`config.mk`:
```
export PLATFORM = sky130hd
export DESIGN_NAME = overwriting_ring_average_top
export DESIGN_NICKNAME = d
export VERILOG_FILES = /design/src/design/orav_pkg.sv /design/src/design/orav_ram.sv /design/src/design/orav_front.sv /design/src/design/orav_queue.sv /design/src/design/orav_back.sv /design/src/design/overwriting_ring_average_top.sv
export SDC_FILE = /design/constraint.sdc
export NUM_CORES = 1
export LEC_CHECK = 0
export BUFFER_PORTS_ARGS = -buffer_cell sky130_fd_sc_hd__buf_2
export CORE_ASPECT_RATIO = 1.5
export CORE_MARGIN = 5
export CORE_UTILIZATION = 35
export DETAILED_ROUTE_END_ITERATION = 10
export GPL_TIMING_DRIVEN = 0
export RECOVER_POWER = 25
export SYNTH_ARGS = -nofsm -noshare
export SYNTH_HDL_FRONTEND = slang
export SYNTH_HIERARCHICAL = 1
export SYNTH_SLANG_ARGS = --single-unit
```
`constraint.sdc`:
```
create_clock -name clk -period 5.11 [get_ports clk]
set_clock_uncertainty 0.15 [all_clocks]
set_input_delay 1.022 -clock clk [delete_from_list [all_inputs] [get_ports clk]]
set_output_delay 1.022 -clock clk [all_outputs]
set_load 0.005 [all_outputs]
```
`src/design/orav_pkg.sv`:
```
package orav_pkg;

  // Fixed port widths of the block
  localparam int unsigned IN_SAMPLE_W  = 16;
  localparam int unsigned AVERAGE_W    = 16;
  localparam int unsigned HELD_COUNT_W = 4;

  typedef enum logic [2:0] {
    F_IDLE = 3'b001,
    F_CALC = 3'b010,
    F_PUSH = 3'b100
  } front_state_t;

  typedef enum logic [2:0] {
    B_IDLE = 3'b001,
    B_RUN  = 3'b010,
    B_DONE = 3'b100
  } back_state_t;

endpackage

```
`src/design/orav_ram.sv`:
```
module orav_ram #(
  parameter int unsigned WIDTH = 16,
  parameter int unsigned DEPTH = 16
) (
  input  logic                     clk,
  input  logic                     we,
  input  logic [$clog2(DEPTH)-1:0] waddr,
  input  logic [WIDTH-1:0]         wdata,
  input  logic [$clog2(DEPTH)-1:0] raddr,
  output logic [WIDTH-1:0]         rdata
);

  logic [WIDTH-1:0] mem [DEPTH];
  logic [WIDTH-1:0] rdata_r;

  always_ff @(posedge clk) begin
    if (we) begin
      mem[waddr] <= wdata;
    end
    rdata_r <= mem[raddr];
  end

  assign rdata = rdata_r;

endmodule

```
`src/design/orav_front.sv`:
```
module orav_front
  import orav_pkg::*;
#(
  parameter int unsigned DEPTH       = 16,
  parameter int unsigned SAMPLE_BITS = 16,
  parameter int unsigned IW          = $clog2(DEPTH),
  parameter int unsigned SUMW        = SAMPLE_BITS + $clog2(DEPTH)
) (
  input  logic                   clk,
  input  logic                   rst_n,
  input  logic                   in_valid,
  output logic                   in_ready,
  input  logic [IN_SAMPLE_W-1:0] in_sample,
  output logic                   rec_valid,
  input  logic                   rec_ready,
  output logic [SUMW-1:0]        rec_sum,
  output logic [IW-1:0]          rec_held,
  output logic                   rec_full
);

  front_state_t state_r, state_nxt;
  logic [IW-1:0]          head_r, head_nxt;
  logic [IW-1:0]          tail_r, tail_nxt;
  logic [IW-1:0]          count_r, count_nxt;
  logic [SUMW-1:0]        sum_r, sum_nxt;
  logic [SAMPLE_BITS-1:0] sample_r, sample_nxt;
  logic [SAMPLE_BITS-1:0] oldest;
  logic [SUMW-1:0]        drop;
  logic                   full_before;
  logic                   accept;

  localparam logic [IW-1:0] LAST = IW'(DEPTH - 1);

  function automatic logic [IW-1:0] ring_next(input logic [IW-1:0] idx);
    ring_next = (idx == LAST) ? '0 : idx + 1'b1;
  endfunction

  assign in_ready    = (state_r == F_IDLE);
  assign accept      = in_valid && in_ready;
  assign sample_nxt  = SAMPLE_BITS'(in_sample);
  assign full_before = (count_r == LAST);
  assign drop        = full_before ? SUMW'(oldest) : '0;

  // Read the tail slot on accept; when the ring is full the head slot written is not the tail.
  orav_ram #(.WIDTH(SAMPLE_BITS), .DEPTH(DEPTH)) u_store (
    .clk   (clk),
    .we    (accept),
    .waddr (head_r),
    .wdata (sample_nxt),
    .raddr (tail_r),
    .rdata (oldest)
  );

  always_comb begin
    state_nxt = state_r;
    head_nxt  = head_r;
    tail_nxt  = tail_r;
    count_nxt = count_r;
    sum_nxt   = sum_r;
    case (state_r)
      F_IDLE: begin
        if (accept) begin
          head_nxt  = ring_next(head_r);
          state_nxt = F_CALC;
        end
      end
      F_CALC: begin
        sum_nxt = sum_r + SUMW'(sample_r) - drop;
        if (full_before) begin
          tail_nxt = ring_next(tail_r);
        end else begin
          count_nxt = count_r + 1'b1;
        end
        state_nxt = F_PUSH;
      end
      F_PUSH: begin
        if (rec_ready) begin
          state_nxt = F_IDLE;
        end
      end
      default: state_nxt = F_IDLE;
    endcase
  end

  always_ff @(posedge clk) begin
    if (!rst_n) begin
      state_r <= F_IDLE;
      head_r  <= '0;
      tail_r  <= '0;
      count_r <= '0;
      sum_r   <= '0;
    end else begin
      state_r <= state_nxt;
      head_r  <= head_nxt;
      tail_r  <= tail_nxt;
      count_r <= count_nxt;
      sum_r   <= sum_nxt;
    end
  end

  always_ff @(posedge clk) begin
    if (accept) begin
      sample_r <= sample_nxt;
    end
  end

  assign rec_valid = (state_r == F_PUSH);
  assign rec_sum   = sum_r;
  assign rec_held  = count_r;
  assign rec_full  = (count_r == LAST);

endmodule

```
`src/design/orav_queue.sv`:
```
module orav_queue #(
  parameter int unsigned WIDTH = 8
) (
  input  logic             clk,
  input  logic             rst_n,
  input  logic             push_valid,
  output logic             push_ready,
  input  logic [WIDTH-1:0] push_data,
  output logic             pop_valid,
  input  logic             pop_ready,
  output logic [WIDTH-1:0] pop_data
);

  logic [WIDTH-1:0] slot_r [2];
  logic       wr_ptr_r, wr_ptr_nxt;
  logic       rd_ptr_r, rd_ptr_nxt;
  logic [1:0] fill_r, fill_nxt;
  logic       push, pop;

  assign push_ready = (fill_r != 2'd2);
  assign pop_valid  = (fill_r != 2'd0);
  assign push       = push_valid && push_ready;
  assign pop        = pop_valid && pop_ready;
  assign pop_data   = slot_r[rd_ptr_r];

  always_comb begin
    wr_ptr_nxt = push ? ~wr_ptr_r : wr_ptr_r;
    rd_ptr_nxt = pop ? ~rd_ptr_r : rd_ptr_r;
    fill_nxt   = fill_r + {1'b0, push} - {1'b0, pop};
  end

  always_ff @(posedge clk) begin
    if (!rst_n) begin
      wr_ptr_r <= 1'b0;
      rd_ptr_r <= 1'b0;
      fill_r   <= 2'd0;
    end else begin
      wr_ptr_r <= wr_ptr_nxt;
      rd_ptr_r <= rd_ptr_nxt;
      fill_r   <= fill_nxt;
    end
  end

  always_ff @(posedge clk) begin
    if (push) begin
      slot_r[wr_ptr_r] <= push_data;
    end
  end

endmodule

```
`src/design/orav_back.sv`:
```
module orav_back
  import orav_pkg::*;
#(
  parameter int unsigned IW   = 4,
  parameter int unsigned SUMW = 20
) (
  input  logic                    clk,
  input  logic                    rst_n,
  input  logic                    rec_valid,
  output logic                    rec_ready,
  input  logic [SUMW-1:0]         rec_sum,
  input  logic [IW-1:0]           rec_held,
  input  logic                    rec_full,
  output logic                    out_valid,
  input  logic                    out_ready,
  output logic [AVERAGE_W-1:0]    out_average,
  output logic [HELD_COUNT_W-1:0] out_held_count,
  output logic                    out_is_full
);

  localparam int unsigned KW = $clog2(SUMW);

  back_state_t state_r, state_nxt;
  logic [SUMW-1:0] dvd_r, dvd_nxt;
  logic [IW-1:0]   dvs_r, dvs_nxt;
  logic [IW-1:0]   rem_r, rem_nxt;
  logic [KW-1:0]   step_r, step_nxt;
  logic            full_r, full_nxt;
  logic [IW:0]     trial;
  logic            qbit;
  logic            pop;
  logic            load_out;
  logic            out_valid_r, out_valid_nxt;
  logic [AVERAGE_W-1:0]    avg_r;
  logic [HELD_COUNT_W-1:0] held_r;
  logic                    is_full_r;

  assign rec_ready = (state_r == B_IDLE);
  assign pop       = rec_valid && rec_ready;
  assign load_out  = (state_r == B_DONE) && (!out_valid_r || out_ready);

  // One restoring step: the quotient bit shifts in where the dividend bit left.
  assign trial = {rem_r, dvd_r[SUMW-1]};
  assign qbit  = (trial >= {1'b0, dvs_r});

  always_comb begin
    state_nxt = state_r;
    dvd_nxt   = dvd_r;
    dvs_nxt   = dvs_r;
    rem_nxt   = rem_r;
    step_nxt  = step_r;
    full_nxt  = full_r;
    case (state_r)
      B_IDLE: begin
        if (pop) begin
          dvd_nxt   = rec_sum;
          dvs_nxt   = rec_held;
          full_nxt  = rec_full;
          rem_nxt   = '0;
          step_nxt  = '0;
          state_nxt = B_RUN;
        end
      end
      B_RUN: begin
        rem_nxt  = qbit ? IW'(trial - {1'b0, dvs_r}) : IW'(trial);
        dvd_nxt  = {dvd_r[SUMW-2:0], qbit};
        step_nxt = step_r + 1'b1;
        if (step_r == KW'(SUMW - 1)) begin
          state_nxt = B_DONE;
        end
      end
      B_DONE: begin
        if (load_out) begin
          state_nxt = B_IDLE;
        end
      end
      default: state_nxt = B_IDLE;
    endcase
  end

  always_comb begin
    out_valid_nxt = out_valid_r;
    if (load_out) begin
      out_valid_nxt = 1'b1;
    end else if (out_ready) begin
      out_valid_nxt = 1'b0;
    end
  end

  always_ff @(posedge clk) begin
    if (!rst_n) begin
      state_r     <= B_IDLE;
      step_r      <= '0;
      out_valid_r <= 1'b0;
    end else begin
      state_r     <= state_nxt;
      step_r      <= step_nxt;
      out_valid_r <= out_valid_nxt;
    end
  end

  always_ff @(posedge clk) begin
    dvd_r  <= dvd_nxt;
    dvs_r  <= dvs_nxt;
    rem_r  <= rem_nxt;
    full_r <= full_nxt;
    if (load_out) begin
      avg_r     <= AVERAGE_W'(dvd_r);
      held_r    <= HELD_COUNT_W'(dvs_r);
      is_full_r <= full_r;
    end
  end

  assign out_valid      = out_valid_r;
  assign out_average    = avg_r;
  assign out_held_count = held_r;
  assign out_is_full    = is_full_r;

endmodule

```
`src/design/overwriting_ring_average_top.sv`:
```
// Path: an accepted sample's running sum is updated in F_CALC and offered in F_PUSH;
// the record passes the two-entry queue; the back divides it in B_RUN and registers
// the result from B_DONE. The bit-serial divider retires one quotient bit per cycle;
// the front can take a new sample while the divider works on an earlier record.
// Reset: synchronous, active low; clears pointers, fill count, running sum and all
// handshake state. The sample store is not cleared and needs no clearing pass.
module overwriting_ring_average_top
  import orav_pkg::*;
#(
  parameter int unsigned DEPTH       = 16,
  parameter int unsigned SAMPLE_BITS = 16
) (
  input  logic                    clk,
  input  logic                    rst_n,
  input  logic                    in_valid,
  output logic                    in_ready,
  input  logic [IN_SAMPLE_W-1:0]  in_sample,
  output logic                    out_valid,
  input  logic                    out_ready,
  output logic [AVERAGE_W-1:0]    out_average,
  output logic [HELD_COUNT_W-1:0] out_held_count,
  output logic                    out_is_full
);

  localparam int unsigned IW   = $clog2(DEPTH);
  localparam int unsigned SUMW = SAMPLE_BITS + IW;
  localparam int unsigned RECW = SUMW + IW + 1;

  logic            f_valid, f_ready;
  logic [SUMW-1:0] f_sum;
  logic [IW-1:0]   f_held;
  logic            f_full;
  logic            b_valid, b_ready;
  logic [RECW-1:0] b_data;
  logic [SUMW-1:0] b_sum;
  logic [IW-1:0]   b_held;
  logic            b_full;

  orav_front #(
    .DEPTH       (DEPTH),
    .SAMPLE_BITS (SAMPLE_BITS),
    .IW          (IW),
    .SUMW        (SUMW)
  ) u_front (
    .clk       (clk),
    .rst_n     (rst_n),
    .in_valid  (in_valid),
    .in_ready  (in_ready),
    .in_sample (in_sample),
    .rec_valid (f_valid),
    .rec_ready (f_ready),
    .rec_sum   (f_sum),
    .rec_held  (f_held),
    .rec_full  (f_full)
  );

  orav_queue #(.WIDTH(RECW)) u_queue (
    .clk        (clk),
    .rst_n      (rst_n),
    .push_valid (f_valid),
    .push_ready (f_ready),
    .push_data  ({f_sum, f_held, f_full}),
    .pop_valid  (b_valid),
    .pop_ready  (b_ready),
    .pop_data   (b_data)
  );

  assign {b_sum, b_held, b_full} = b_data;

  orav_back #(
    .IW   (IW),
    .SUMW (SUMW)
  ) u_back (
    .clk            (clk),
    .rst_n          (rst_n),
    .rec_valid      (b_valid),
    .rec_ready      (b_ready),
    .rec_sum        (b_sum),
    .rec_held       (b_held),
    .rec_full       (b_full),
    .out_valid      (out_valid),
    .out_ready      (out_ready),
    .out_average    (out_average),
    .out_held_count (out_held_count),
    .out_is_full    (out_is_full)
  );

`ifndef SYNTHESIS
  a_rec_held_nonzero: assert property (@(posedge clk) disable iff (!rst_n)
    f_valid |-> f_held != '0)
    else $error("request leaves the front with no held samples");

  a_rec_full_consistent: assert property (@(posedge clk) disable iff (!rst_n)
    b_valid && b_full |-> b_held == IW'(DEPTH - 1))
    else $error("full flag disagrees with held count");

  a_out_held_nonzero: assert property (@(posedge clk) disable iff (!rst_n)
    out_valid |-> out_held_count != '0)
    else $error("result with zero held count");

  a_one_in_flight: assert property (@(posedge clk) disable iff (!rst_n)
    in_valid && in_ready |=> !in_ready)
    else $error("front took a second request while computing");
`endif

endmodule
```
Word-level counts from Yosys, hierarchy flattened
Memory sizes are Yosys's and may differ from the RTL's. A register that Yosys moved wholly into a read port is not among the register bits.
Cells that the tools add are included.
{ "word_totals": {"regBits": 114, "mem_bits_rw": 306, "inputBits": 20, "out_inout_bits": 23, "wordCells": 91, "mem_count": 2} }
{ "op_classes": {"n_addsub": 9, "order_cmp": 1, "n_eq_ne": 16, "mux": 25, "n_bitwise": 3, "n_reduce_logical": 16} }
{ "memory_table": {"columns": ["name", "depth", "width", "read_ports", "rd_ports_with_merged_regs", "wr", "line", "source"], "rows": [
  ["u_front.u_store.mem", 16, 16, 1, 1, 1, "orav_ram.sv:13", "logic [WIDTH-1:0] mem [DEPTH];"],
  ["u_queue.slot_r", 2, 25, 1, 1, 1, "orav_queue.sv:14", "logic [WIDTH-1:0] slot_r [2];"]
]} }
{ "ops": {"columns": ["op", "count"], "rows": [
  ["$pmux 20 s2", 1],
  ["$add 20x16->20", 1],
  ["$mux 20", 1],
  ["$sub 20x20->20", 1],
  ["$pmux 3 s3", 2],
  ["$mux 16", 1],
  ["$mux 4", 4],
  ["$mux 3", 5],
  ["$add 4x1->4 const B", 3],
  ["$eq 4x4->1 const B", 3],
  ["$reduce_and 2->1", 6],
  ["$pmux 5 s2", 1],
  ["$mux 1", 8],
  ["$ne 2x2->1 const B", 4],
  ["$pmux 4 s2", 1],
  ["$eq 3x1->1 const B", 2],
  ["$eq 3x2->1 const B", 2],
  ["$eq 3x3->1 const B", 2],
  ["$reduce_bool 2->1", 3],
  ["$add 5x1->5 const B", 1],
  ["$eq 5x5->1 const B", 1],
  ["$ge 5x4->1", 1],
  ["$mux 5", 1],
  ["$logic_and 1x1->1", 4],
  ["other kinds (8)", 11]
]} }

Longest topological paths before layout
Gate-level depths: netlist of run 1.
{ "logic_depth": {"word_depth": 5, "mapped_depth": 16} }

By module
Netlist of run 1, hierarchy kept.
{ "modules_own_cells": {"columns": ["module", "n_inst", "cells_each", "area_each_um2", "seq_area_each_um2"], "rows": [
  ["orav_ram", 1, 432, 10042.1, 8007.7],
  ["orav_front", 1, 417, 3567.2, 1181.1],
  ["orav_back", 1, 196, 2423.6, 1681.6],
  ["orav_queue", 1, 102, 2144.6, 1601.5]
]} }

Worst setup path before layout of run 1
No wires, ideal clock.
{ "synth_path": {"path_kind": "input-to-reg", "from": "in in_valid", "to": "mem u_front.u_store.mem[0][0], enable pin", "setup_time_ns": 0.409, "t_arrival_ns": 3.128, "required_time_ns": 4.551, "setup_slack_ns": 1.423, "cell_stages": 4, "path_cell_list": "and2_1 -> buf_2 -> or3b_2 -> nor3_1"} }
{ "synth_via": {"elab_chain_cells": 3} }
{ "synth_rtl": {"columns": ["element", "line", "source"], "rows": [
  ["start: declaration", "overwriting_ring_average_top.sv:15", "input logic in_valid,"],
  ["$logic_and 1x1->1", "orav_front.sv:39", "assign accept = in_valid && in_ready;"],
  ["via u_front.accept", "orav_front.sv:30", "logic accept;"],
  ["$mux 1", "orav_ram.sv:17", "if (we) begin"],
  ["$mux 1 (not written as such)", "orav_ram.sv:18", "mem[waddr] <= wdata;"],
  ["end: declaration", "orav_ram.sv:13", null]
]} }
The timed path passes the listed nets, and every way through them passes these cells.

Final worst setup path of run 1
{ "layout_path": {"from": "reg u_front.count_r[0] (netlist: u_front/rec_held[0])", "to": "reg u_front.sum_r[17] (netlist: u_front/rec_sum[17])"} }
{ "layout_via": {"elab_chain_cells": 3} }
{ "layout_rtl": {"columns": ["element", "line", "source"], "rows": [
  ["start: declaration", "orav_front.sv:24", "logic [IW-1:0] count_r, count_nxt;"],
  ["start signal: assignment", "orav_front.sv:96", "count_r <= count_nxt;"],
  ["$eq 4x4->1", null, null],
  ["via f_full", "overwriting_ring_average_top.sv:32", "logic f_full;"],
  ["$mux 16", "orav_front.sv:42", "assign drop = full_before ? SUMW'(oldest) : '0;"],
  ["$sub 20x20->20", "orav_front.sv:68", "sum_nxt = sum_r + SUMW'(sample_r) - drop;"],
  ["end signal: assignment", "orav_front.sv:97", "sum_r <= sum_nxt;"],
  ["end: declaration", "orav_front.sv:25", "logic [SUMW-1:0] sum_r, sum_nxt;"]
]} }
The timed path passes the listed nets, and every way through them passes these cells.
A chain may end at the register's enable or synchronous reset.

==> impl_metrics.tcl, run 1 <==
set metrics [dict create \
    postCtsResizedCells 0 \
    pre_cts_ws_ps 764 \
    synth_seq_cells 437 \
    setup_ws_ps 787 \
    synthCells 1147 \
    synth_area_leaders "edfxtp_1 61%, dfxtp_1 7.2%, mux4_2 6.7%" \
    ys_seq_area_frac 0.686 \
    dieArea_um2 56700 \
    reg2reg_from "u_front/rec_held[0]" \
    core_area_um2 51600 \
    path_max_fanout 11 \
    grt_util_all_layers 0.127 \
    vias 9487 \
    holdPathEnd "u_back/out_is_full" \
    max-slew-margin-rel 0.222 \
    die_x_um 196 \
    insertion_delay_ps 550 \
    worst_pin_slew_ps 1170 \
    row_count 102 \
    synth_common_cells "372 x edfxtp_1, 135 x nand2_1, 80 x inv_1" \
    syn2layout_area_growth_pct 15.3 \
    antenna_cells 0 \
    path_clk_slew_ps 60 \
    wire_per_inst_um 18.3 \
    die_height_um 289 \
    overflow 0 \
    syn_area_um2 18200 \
    dpl_cell_area_um2 19600 \
    hold_depth 0 \
    grt_antenna_before_repair 0 \
    postCtsSetupRepairBufs 0 \
    ant_nets 0 \
    grt_pass1_vias 9936 \
    final_nets 1317 \
    clock_sink_count 437 \
    max_freq_mhz 231 \
    finalHoldViolations 0 \
    fin_area_um2 21000 \
    ys_warn_count 6 \
    grt_max_degree 26 \
    drv_cap 0 \
    synth_edf_count 372 \
    route.detailed.drc 0 \
    htree_levels 2 \
    rsz0062_at_grt "no" \
    synth_cell_type_count 71 \
    synth_top_area_share 0.615 \
    hp-class "reg -> reg" \
    crit_required_ps 5420 \
    powerDensity_nw_per_um2 388 \
    dp_hpwl_um 25600 \
    port_buffers 42 \
    worstHoldStart "u_back/full_r" \
    drive_gt1_frac 0.199 \
    cts_tree "yes" \
    worstPathCellList "ha_1 > nand3_1 > inv_1 > clkbuf_1 > and2_1 > fa_1 > inv_1 > ha_1 > buf_2 > a21o_1 > a21o_1 > a21oi_1 > o21ai_0 > a311oi_1 > mux2i_1 > o211ai_1" \
    path_buf_inv 4 \
    reg2reg_depth 16 \
    r2r_setup_slack_ps 790 \
    reg2reg_to "u_front/rec_sum[17]" \
    final.period_utilization 0.846 \
    wirelength_um 35900 \
    synth_most_common_cell "edfxtp_1" \
    timing.hold.ws_ps 281 \
    crit_type "reg -> reg" \
    hold_buffers 0 \
    finalNonFillerCells 1960 \
    gp_congestion 0.843 \
    yosys.area.top_type "edfxtp_1" \
    async_flop_share 0 \
    crit_family "compound AO/OA/AOI/OAI gates" \
    crit_path_start "u_front/rec_held[0]" \
    start_kind "flip-flop" \
    num_io_pins 43 \
    slew_violations 0 \
    syn_avg_cell_area_um2 15.8 \
    cp_slowest_stage_delay_ps 420 \
    crit_slowest_cell "dfxtp_1" \
    cts_buffer_depth 3 \
    dp.cells 1882 \
    cp-end-kind "flip-flop" \
    first_pass_iters 5 \
    cp.arrival_ps 4630 \
    start_util 0.353 \
    n_fill_cell 4731 \
    p_leak_nw 7.21 \
    status "finished, final reports clean" \
    setup-violations-final 0 \
    cts_root_buf "clkbuf_16" \
    fin_crit_ps 4320 \
    synth_flop_cell "edfxtp_1" \
    ir_drop_uv 249 \
    first_iter_violations 389 \
    cts_buffers 42 \
    viasPerCell 4.84 \
    synth_fp_nets 1214 \
    grt_pass1_wl_um 56500 \
]
layer usage:
layer / share of wire / up-vias / global-route usage
met2: 0.56 / 200 / 0.245
met1: 0.38 / 4734 / 0.140
met3: 0.040 / 58 / 0.0215
met5: 0 / - / 0
met4: 0.025 / 0 / 0.0410
li1: - / 4495 / -
cell usage in the layout, fill, tap and decap left out, types with 13 or more instances in the layout:
cell type and instances:
dfxtp_1 65, nor2_1 32, inv_1 80, nor2_2 13, fa_1 17, nand2_1 135, a21oi_1 37, mux4_2 54
buf_2 45, edfxtp_1 372, ha_1 30, clkbuf_16 44, mux2_4 20, a21o_1 14, and2_1 21, a22oi_1 33
clkbuf_1 34, o21ai_0 14
sequential cells by signal, indices dropped and copies added, names as in the netlist, 4 cells and up, named ones only:
| name | count |
|---|---|
| u_back/out_average | 16 |
| u_front/u_store/rdata | 16 |
| u_front/rec_sum | 20 |
| u_queue/slot_r | 50 |
| u_back/rem_r | 4 |
| u_front/u_store/mem | 256 |
| u_back/dvs_r | 4 |
| u_front/head_r | 4 |
| u_back/dvd_r | 20 |
| u_back/out_held_count | 4 |
| u_front/rec_held | 4 |
| u_front/tail_r | 4 |
| u_back/step_r | 5 |
| u_front/sample_r | 16 |
worst reg2reg max path: cells and delay by family (launching register included):
kind	cells	cell delay [ps]
compound gates	6	1380
fa+ha+maj	3	880
buf+inv	4	880
flops	1	420
mux	1	110
simple gates	2	410
stage by stage:
stage / setup TNS [ps] / total power [mW] / util
floorplan: 0 / 4.93 / -
detailed placement: 0 / 5.18 / 0.380
global route: 0 / 8.51 / 0.406
finish: 0 / 8.12 / 0.406
global placement: -12.1 / 5.14 / 0.373
CTS: 0 / 8.23 / 0.407
logic make-up (layout without fill, tap and decap cells):
kind of cell	after synthesis	after routing	synth area share
flip-flops	437	437	0.686
AND/OR/NAND/NOR	275	275	0.0714
AO/OA/AOI/OAI	139	139	0.0532
buffers and inverters	129	266	0.0333
multiplexers	98	98	0.106
adder cells (fa/ha/maj)	47	47	0.0394
XOR/XNOR	22	22	0.0106
worst max-delay path by stage:
stage | end | slack (ps) | cells after the start
after detailed placement | u_front/rec_sum[17] | 760 | 16
final | u_front/rec_sum[17] | 790 | 16
after CTS | u_front/rec_sum[17] | 730 | 16
after floorplan | u_front/u_store/mem[0][0] | 1420 | 4
after global routing | u_front/rec_sum[17] | 460 | 16
after global placement | u_front/u_store/mem[0][12] | -2 | 5
area by class of cell:
cell class | instances | area [um^2] | area share
Timing Repair Buffer | 59 | 498 | 0.0238
Inverter | 80 | 300 | 0.0143
Sequential cell | 437 | 12500 | 0.595
Buffer | 49 | 305 | 0.0146
Clock inverter | 22 | 196 | 0.00937
Clock buffer | 56 | 1190 | 0.0566
Multi-Input combinational cell | 581 | 5150 | 0.246
Tap cell | 676 | 846 | 0.0404
report_power, final:
part / leakage, nW / total (mW) / internal (mW) / switching [mW]
Combinational: 2.63 / 0.900 / 0.382 / 0.519
Sequential: 3.91 / 4.18 / 4.10 / 0.0842
Clock: 0.672 / 3.04 / 1.71 / 1.33
Note: power is estimated with default switching activity, not from simulation.
==> run 2, diff against run 1 <==
--- a/config.mk
+++ b/config.mk
@@ -5,6 +5,7 @@
 export SDC_FILE = /design/constraint.sdc
 export NUM_CORES = 1
 export LEC_CHECK = 0
+export ABC_AREA = 1
 export BUFFER_PORTS_ARGS = -buffer_cell sky130_fd_sc_hd__buf_2
 export CORE_ASPECT_RATIO = 1.5
 export CORE_MARGIN = 5
==> constraint.sdc (replaced) <==
create_clock -name clk -period 3.85 [get_ports clk]
set_clock_uncertainty 0.15 [all_clocks]
set_input_delay 0.77 -clock clk [delete_from_list [all_inputs] [get_ports clk]]
set_output_delay 0.77 -clock clk [all_outputs]
set_load 0.005 [all_outputs]
==> impl_metrics.tcl, run 2 <==
set metrics [dict create \
    status "finished, final reports clean" \
    path_buf_inv 4 \
    drv_cap 0 \
    hold_buffers 0 \
    max-slew-margin-rel 0.319 \
    crit_type "reg -> reg" \
    cts_tree "yes" \
    synth_area_leaders "edfxtp_1 56%, nand2_1 9.9%, inv_1 6.9%" \
    ys_warn_count 6 \
    max_freq_mhz 293 \
    insertion_delay_ps 580 \
    final_cell_mix "522 x nand2_1, 372 x edfxtp_1, 362 x inv_1" \
    regMostFlops "u_front/u_store/mem" \
    antenna_cells 0 \
    yosys.area.top_type "edfxtp_1" \
    synthCells 1937 \
    grt_max_degree 26 \
    synth_seq_cells 437 \
    ant_nets 0 \
    internal_power_mw 8.67 \
    grt_pass1_vias 13100 \
    port_buffers 42 \
    path_clk_slew_ps 60 \
    core_area_um2 55800 \
    cts_root_buf "clkbuf_16" \
    first_iter_violations 734 \
    die_x_um 204 \
    grt_util_all_layers 0.148 \
    post-route-util 0.408 \
    cts_buffers 45 \
    largest_reg_flops 256 \
    synth_fp_nets 2004 \
    fin_area_um2 22800 \
    seqPwrFrac 0.489 \
    dieArea_um2 61400 \
    path_max_fanout 10 \
    crit_slowest_cell "fa_1" \
    cts_buffer_depth 3 \
    final_nets 2111 \
    syn_area_um2 19800 \
    synth_common_cells "522 x nand2_1, 372 x edfxtp_1, 362 x inv_1" \
    fin_crit_ps 3410 \
    die_height_um 301 \
    slew_violations 0 \
    cp-end-kind "flip-flop" \
    num_io_pins 43 \
    powerDensity_nw_per_um2 503 \
    setup-violations-final 0 \
    final_common_cell "nand2_1" \
    crit_required_ps 4150 \
    start_kind "flip-flop" \
    dp_hpwl_um 32900 \
    start_util 0.354 \
    worstPathCellList "ha_1 > nand3_4 > buf_1 > nor2_1 > fa_1 > inv_1 > ha_1 > nand2_2 > inv_1 > a21oi_2 > nor2_1 > nor2_1 > nand2_1 > nand2_1 > nand3_1 > nand2_1 > inv_1" \
    worst_pin_slew_ps 1020 \
    p_comb_frac 0.123 \
    postCtsSetupRepairBufs 0 \
    cp.arrival_ps 3710 \
    synth_most_common_cell "nand2_1" \
    grt_pass1_wl_um 70900 \
    netSwitchingPower_mw 2.78 \
    syn_avg_cell_area_um2 10.2 \
    gp_congestion 0.867 \
    synth_top_area_share 0.565 \
    wirelength_um 45300 \
    row_count 106 \
    cp_slowest_stage_delay_ps 500 \
    clock_sink_count 437 \
    largestRegisters "u_front/u_store/mem x256, u_queue/slot_r x50" \
    async_flop_share 0 \
    crit_family "adder cells" \
    route.detailed.drc 0 \
    ir_drop_uv 351 \
    synth_edf_count 372 \
    synth_cell_type_count 46 \
    hp-class "in -> reg" \
    power_frac_clock 0.388 \
    first_pass_iters 5 \
    htree_levels 2 \
    p_sw_frac 0.243 \
    overflow 0 \
    p_leak_nw 9.74 \
    viasPerCell 4.58 \
    rsz0062_at_grt "no" \
    synth_flop_cell "edfxtp_1" \
    drive_gt1_frac 0.125 \
    totalNegativeSetupSlack_ps 0 \
    syn2layout_area_growth_pct 15.2 \
    postCtsResizedCells 0 \
    ys_seq_area_frac 0.631 \
    dpl_cell_area_um2 21300 \
    grt_antenna_before_repair 0 \
    vias 13000 \
    wire_per_inst_um 16.0 \
    n_fill_cell 5347 \
    finalHoldViolations 0 \
    final.period_utilization 0.886 \
]
[run 2: power groups by stage]
stage	Sequential, mW	Clock, mW	Combinational, mW
global route	5.62	4.77	1.61
finish	5.60	4.45	1.40
floorplan	5.65	0	1.08
detailed placement	5.70	0	1.42
global placement	5.68	0	1.37
CTS	5.60	4.57	1.42
[run 2: kinds of logic after synthesis]
family,Yosys count,share of synthesized area
AOI/OAI and AO/OA,83,0.0229
xor gates and xnor gates,12,0.00532
and+or+nand+nor,894,0.193
buffers and inverters,439,0.0933
DFF,437,0.631
muxes,25,0.0180
adders and majority gates,47,0.0362
[run 2: per-layer routing]
metal / share of wire / vias to the layer above / global-route usage
li1: - / 6462 / -
met1: 0.37 / 6061 / 0.157
met2: 0.54 / 354 / 0.285
met3: 0.049 / 112 / 0.0207
met4: 0.041 / 0 / 0.0667
met5: 0 / - / 0
[run 2: through the flow]
stage | std cells | total power [mW] | worst slack, ps | hold WS, ps
floorplan | 1937 | 6.73 | 391 | 250
global placement | 2735 | 7.05 | -710 | 271
detailed placement | 2753 | 7.12 | 428 | 290
CTS | 2835 | 11.6 | 381 | 229
global route | 2835 | 12.0 | 160 | 253
finish | 2835 | 11.4 | 439 | 263
[run 2: path summary, 6_finish.rpt]
path | from | end | slack [ps] | depth (start not counted)
worst max register to register | u_front/rec_held[0] | u_front/rec_sum[13] | 440 | 17
worst min register to register | u_back/dvd_r[6] | u_back/out_average[6] | 300 | 0
worst min-delay path | in_valid | u_front/state_r[0] | 260 | 2
worst max-delay path | u_front/rec_held[0] | u_front/rec_sum[13] | 440 | 17
[run 2: cell type report]
type | instances | area [um^2] | area share
sequential | 437 | 12500 | 0.548
multi-input combinational | 1061 | 5500 | 0.242
inverter | 371 | 1390 | 0.0612
clock buffer | 59 | 1230 | 0.0540
tap | 756 | 946 | 0.0415
timing repair buffer | 60 | 490 | 0.0215
buffer | 68 | 450 | 0.0198
clock inverter | 23 | 282 | 0.0124
==> run 3, diff against run 2 <==
--- a/config.mk
+++ b/config.mk
@@ -6,6 +6,7 @@
 export NUM_CORES = 1
 export LEC_CHECK = 0
 export ABC_AREA = 1
+export ABC_CLOCK_PERIOD_IN_PS = 3850
 export BUFFER_PORTS_ARGS = -buffer_cell sky130_fd_sc_hd__buf_2
 export CORE_ASPECT_RATIO = 1.5
 export CORE_MARGIN = 5
@@ -15,5 +16,4 @@
 export RECOVER_POWER = 25
 export SYNTH_ARGS = -nofsm -noshare
 export SYNTH_HDL_FRONTEND = slang
-export SYNTH_HIERARCHICAL = 1
 export SYNTH_SLANG_ARGS = --single-unit
==> impl_metrics.tcl, run 3 <==
set metrics [dict create \
    first_iter_violations 748 \
    grt_max_degree 27 \
    row_count 103 \
    wirelength_um 43200 \
    crit_required_ps 4150 \
    hold_buffers 0 \
    cp-endpoint "u_front.rec_sum[17]" \
    timing.hold.ws_ps 274 \
    yosys.area.top_type "edfxtp_1" \
    synth_most_common_cell "edfxtp_1" \
    cts_tree "yes" \
    gr-usage-met1 0.165 \
    path_depth 18 \
    syn2layout_area_growth_pct 14.9 \
    grt_use_met2 0.285 \
    reg2reg_to "u_front.rec_sum[17]" \
    worstHoldStart "u_back.full_r" \
    largestRegisters "u_front.u_store.mem x256, u_queue.slot_r x50" \
    path_max_fanout 17 \
    ir_drop_uv 372 \
    vias 11900 \
    viasPerCell 4.84 \
    use_met3 0.0223 \
    multi_input_area_um2 4960 \
    final_cell_mix "372 x edfxtp_1, 252 x nor2_1, 199 x nand2_1" \
    p_leak_nw 7.84 \
    synth_edf_count 372 \
    ys_warn_count 0 \
    die_x_um 198 \
    grt_pass1_wl_um 67000 \
    crit_slowest_cell "fa_1" \
    cp-end-kind "flip-flop" \
    reg2reg_depth 18 \
    busiest_layer "met2" \
    max_freq_mhz 287 \
    dp.cells 2378 \
    crit_family "simple AND/OR/NAND/NOR gates" \
    cp.arrival_ps 3790 \
    dpl_cell_area_um2 19900 \
    first_pass_iters 5 \
    cts_buffer_depth 3 \
    grt_util_all_layers 0.149 \
    synth_top_area_share 0.605 \
    crit_top_cell "nand2_1" \
    syn_area_um2 18500 \
    synth_cell_type_count 38 \
    totalNegativeSetupSlack_ps 0 \
    max-slew-margin-rel 0.279 \
    synth_flop_cell "edfxtp_1" \
    path_clk_slew_ps 70 \
    largest_reg_flops 256 \
    synthCells 1636 \
    postCtsResizedCells 0 \
    post-route-util 0.404 \
    postCtsSetupRepairBufs 0 \
    status "finished, final reports clean" \
    grt_pass1_vias 12100 \
    synth_seq_cells 437 \
    final_common_cell "edfxtp_1" \
    finalPower_mw 10.6 \
    syn_avg_cell_area_um2 11.3 \
    dp_hpwl_um 31200 \
    setup-violations-final 0 \
    final_nets 1809 \
    final.period_utilization 0.906 \
    synth_common_cells "372 x edfxtp_1, 270 x nor2_1, 199 x nand2_1" \
    cts_buffers 42 \
    start_kind "flip-flop" \
    dieArea_um2 57500 \
    num_io_pins 43 \
    overflow 0 \
    clock_sink_count 437 \
    synth_fp_nets 1706 \
    regMostFlops "u_front.u_store.mem" \
    core_area_um2 52500 \
    finalHoldViolations 0 \
    fin_crit_ps 3490 \
    path_buf_inv 5 \
    insertion_delay_ps 550 \
    powerDensity_nw_per_um2 501 \
    die_height_um 291 \
    n_fill_cell 4998 \
    seq_area_um2 12500 \
    gp_congestion 0.868 \
    rsz0062_at_grt "no" \
    worst_pin_slew_ps 1080 \
    setup_ws_ps 363 \
    pre_cts_ws_ps 75.4 \
    drive_gt1_frac 0.0978 \
    synth_area_leaders "edfxtp_1 60%, dfxtp_1 7.0%, nor2_1 5.5%" \
    htree_levels 2 \
    crit_type "reg -> reg" \
    r2r_setup_slack_ps 360 \
    fin_area_um2 21200 \
    ys_seq_area_frac 0.675 \
    route.detailed.drc 0 \
    crit_path_start "u_front.rec_held[0]" \
    reg2reg_from "u_front.rec_held[0]" \
    async_flop_share 0 \
    cts_root_buf "clkbuf_16" \
    slew_violations 0 \
    grt_antenna_before_repair 1 \
    finalNonFillerCells 2452 \
    port_buffers 42 \
    worstPathCellList "ha_1 > inv_1 > nor3_4 > inv_2 > nor2_1 > fa_1 > inv_1 > ha_1 > nand2_1 > inv_1 > a21oi_1 > nand3_1 > nand2_1 > nand2_1 > nand2_1 > nand3_1 > nand2_1 > inv_1" \
    cp_slowest_stage_delay_ps 430 \
    hp-class "reg -> reg" \
    start_util 0.352 \
    ant_nets 0 \
    wire_per_inst_um 17.6 \
    drv_cap 0 \
]
[run 3: cell count changes after synthesis, sizes merged, moves of 25 or more]
cell / change
o32ai: +32
nor2: +179
nand3: -181
o21ai: +155
buf: -25
inv: -171
nand2: -336
clkbuf: +26
o211ai: +31
[run 3: area by class of cell]
| cell class | count | share of cell area |
|---|---|---|
| inverter | 199 | 0.0352 |
| antenna | 1 | 0.000118 |
| tap | 682 | 0.0402 |
| multi-input combinational | 931 | 0.234 |
| timing repair buffer | 60 | 0.0235 |
| clock buffer | 56 | 0.0544 |
| clock inverter | 18 | 0.00920 |
| sequential | 437 | 0.588 |
| buffer | 68 | 0.0156 |
[run 3: worst register-to-register path, cell delays in order (launching register included)]
cell	delay, ps
dfxtp_1	410
ha_1	200
inv_1	80
nor3_4	230
inv_2	210
nor2_1	220
fa_1	430
inv_1	60
ha_1	260
nand2_1	160
inv_1	50
a21oi_1	280
nand3_1	230
nand2_1	140
nand2_1	60
nand2_1	60
nand3_1	60
nand2_1	70
inv_1	40
[run 3: how the worst min path moves through the flow]
stage / to / slack [ps] / cells after the start
after detailed placement: u_back.out_is_full / 270 / 0
after CTS: u_front.state_r[0] / 280 / 2
final: u_back.out_is_full / 270 / 0
after global placement: u_back.out_is_full / 260 / 0
after floorplan: u_back.out_is_full / 250 / 0
after global routing: u_back.out_is_full / 300 / 0
[run 3: layer usage]
| metal | share of wire | up-vias | wire [um] |
|---|---|---|---|
| met4 | 0.037 | 2 | 1600 |
| met1 | 0.37 | 5655 | 16000 |
| li1 | - | 5824 | - |
| met3 | 0.047 | 97 | 2040 |
| met2 | 0.55 | 297 | 23600 |
| met5 | 0.00019 | - | 8 |
[run 3: report_power, final]
| part | internal, mW | switching (mW) | leakage, nW |
|---|---|---|---|
| sequential | 5.42 | 0.0864 | 3.91 |
| clock | 2.37 | 1.71 | 0.652 |
| combinational | 0.321 | 0.724 | 3.28 |
| total | 8.12 | 2.52 | 7.84 |
[run 3: cells by family after synthesis]
kind of cell / share of synthesized area
DFF: 0.675
and+or+nand+nor: 0.123
AOI/OAI and AO/OA: 0.0932
adders and majority gates: 0.0408
buffers and inverters: 0.0586
muxes: 0.00305
xor gates and xnor gates: 0.00569
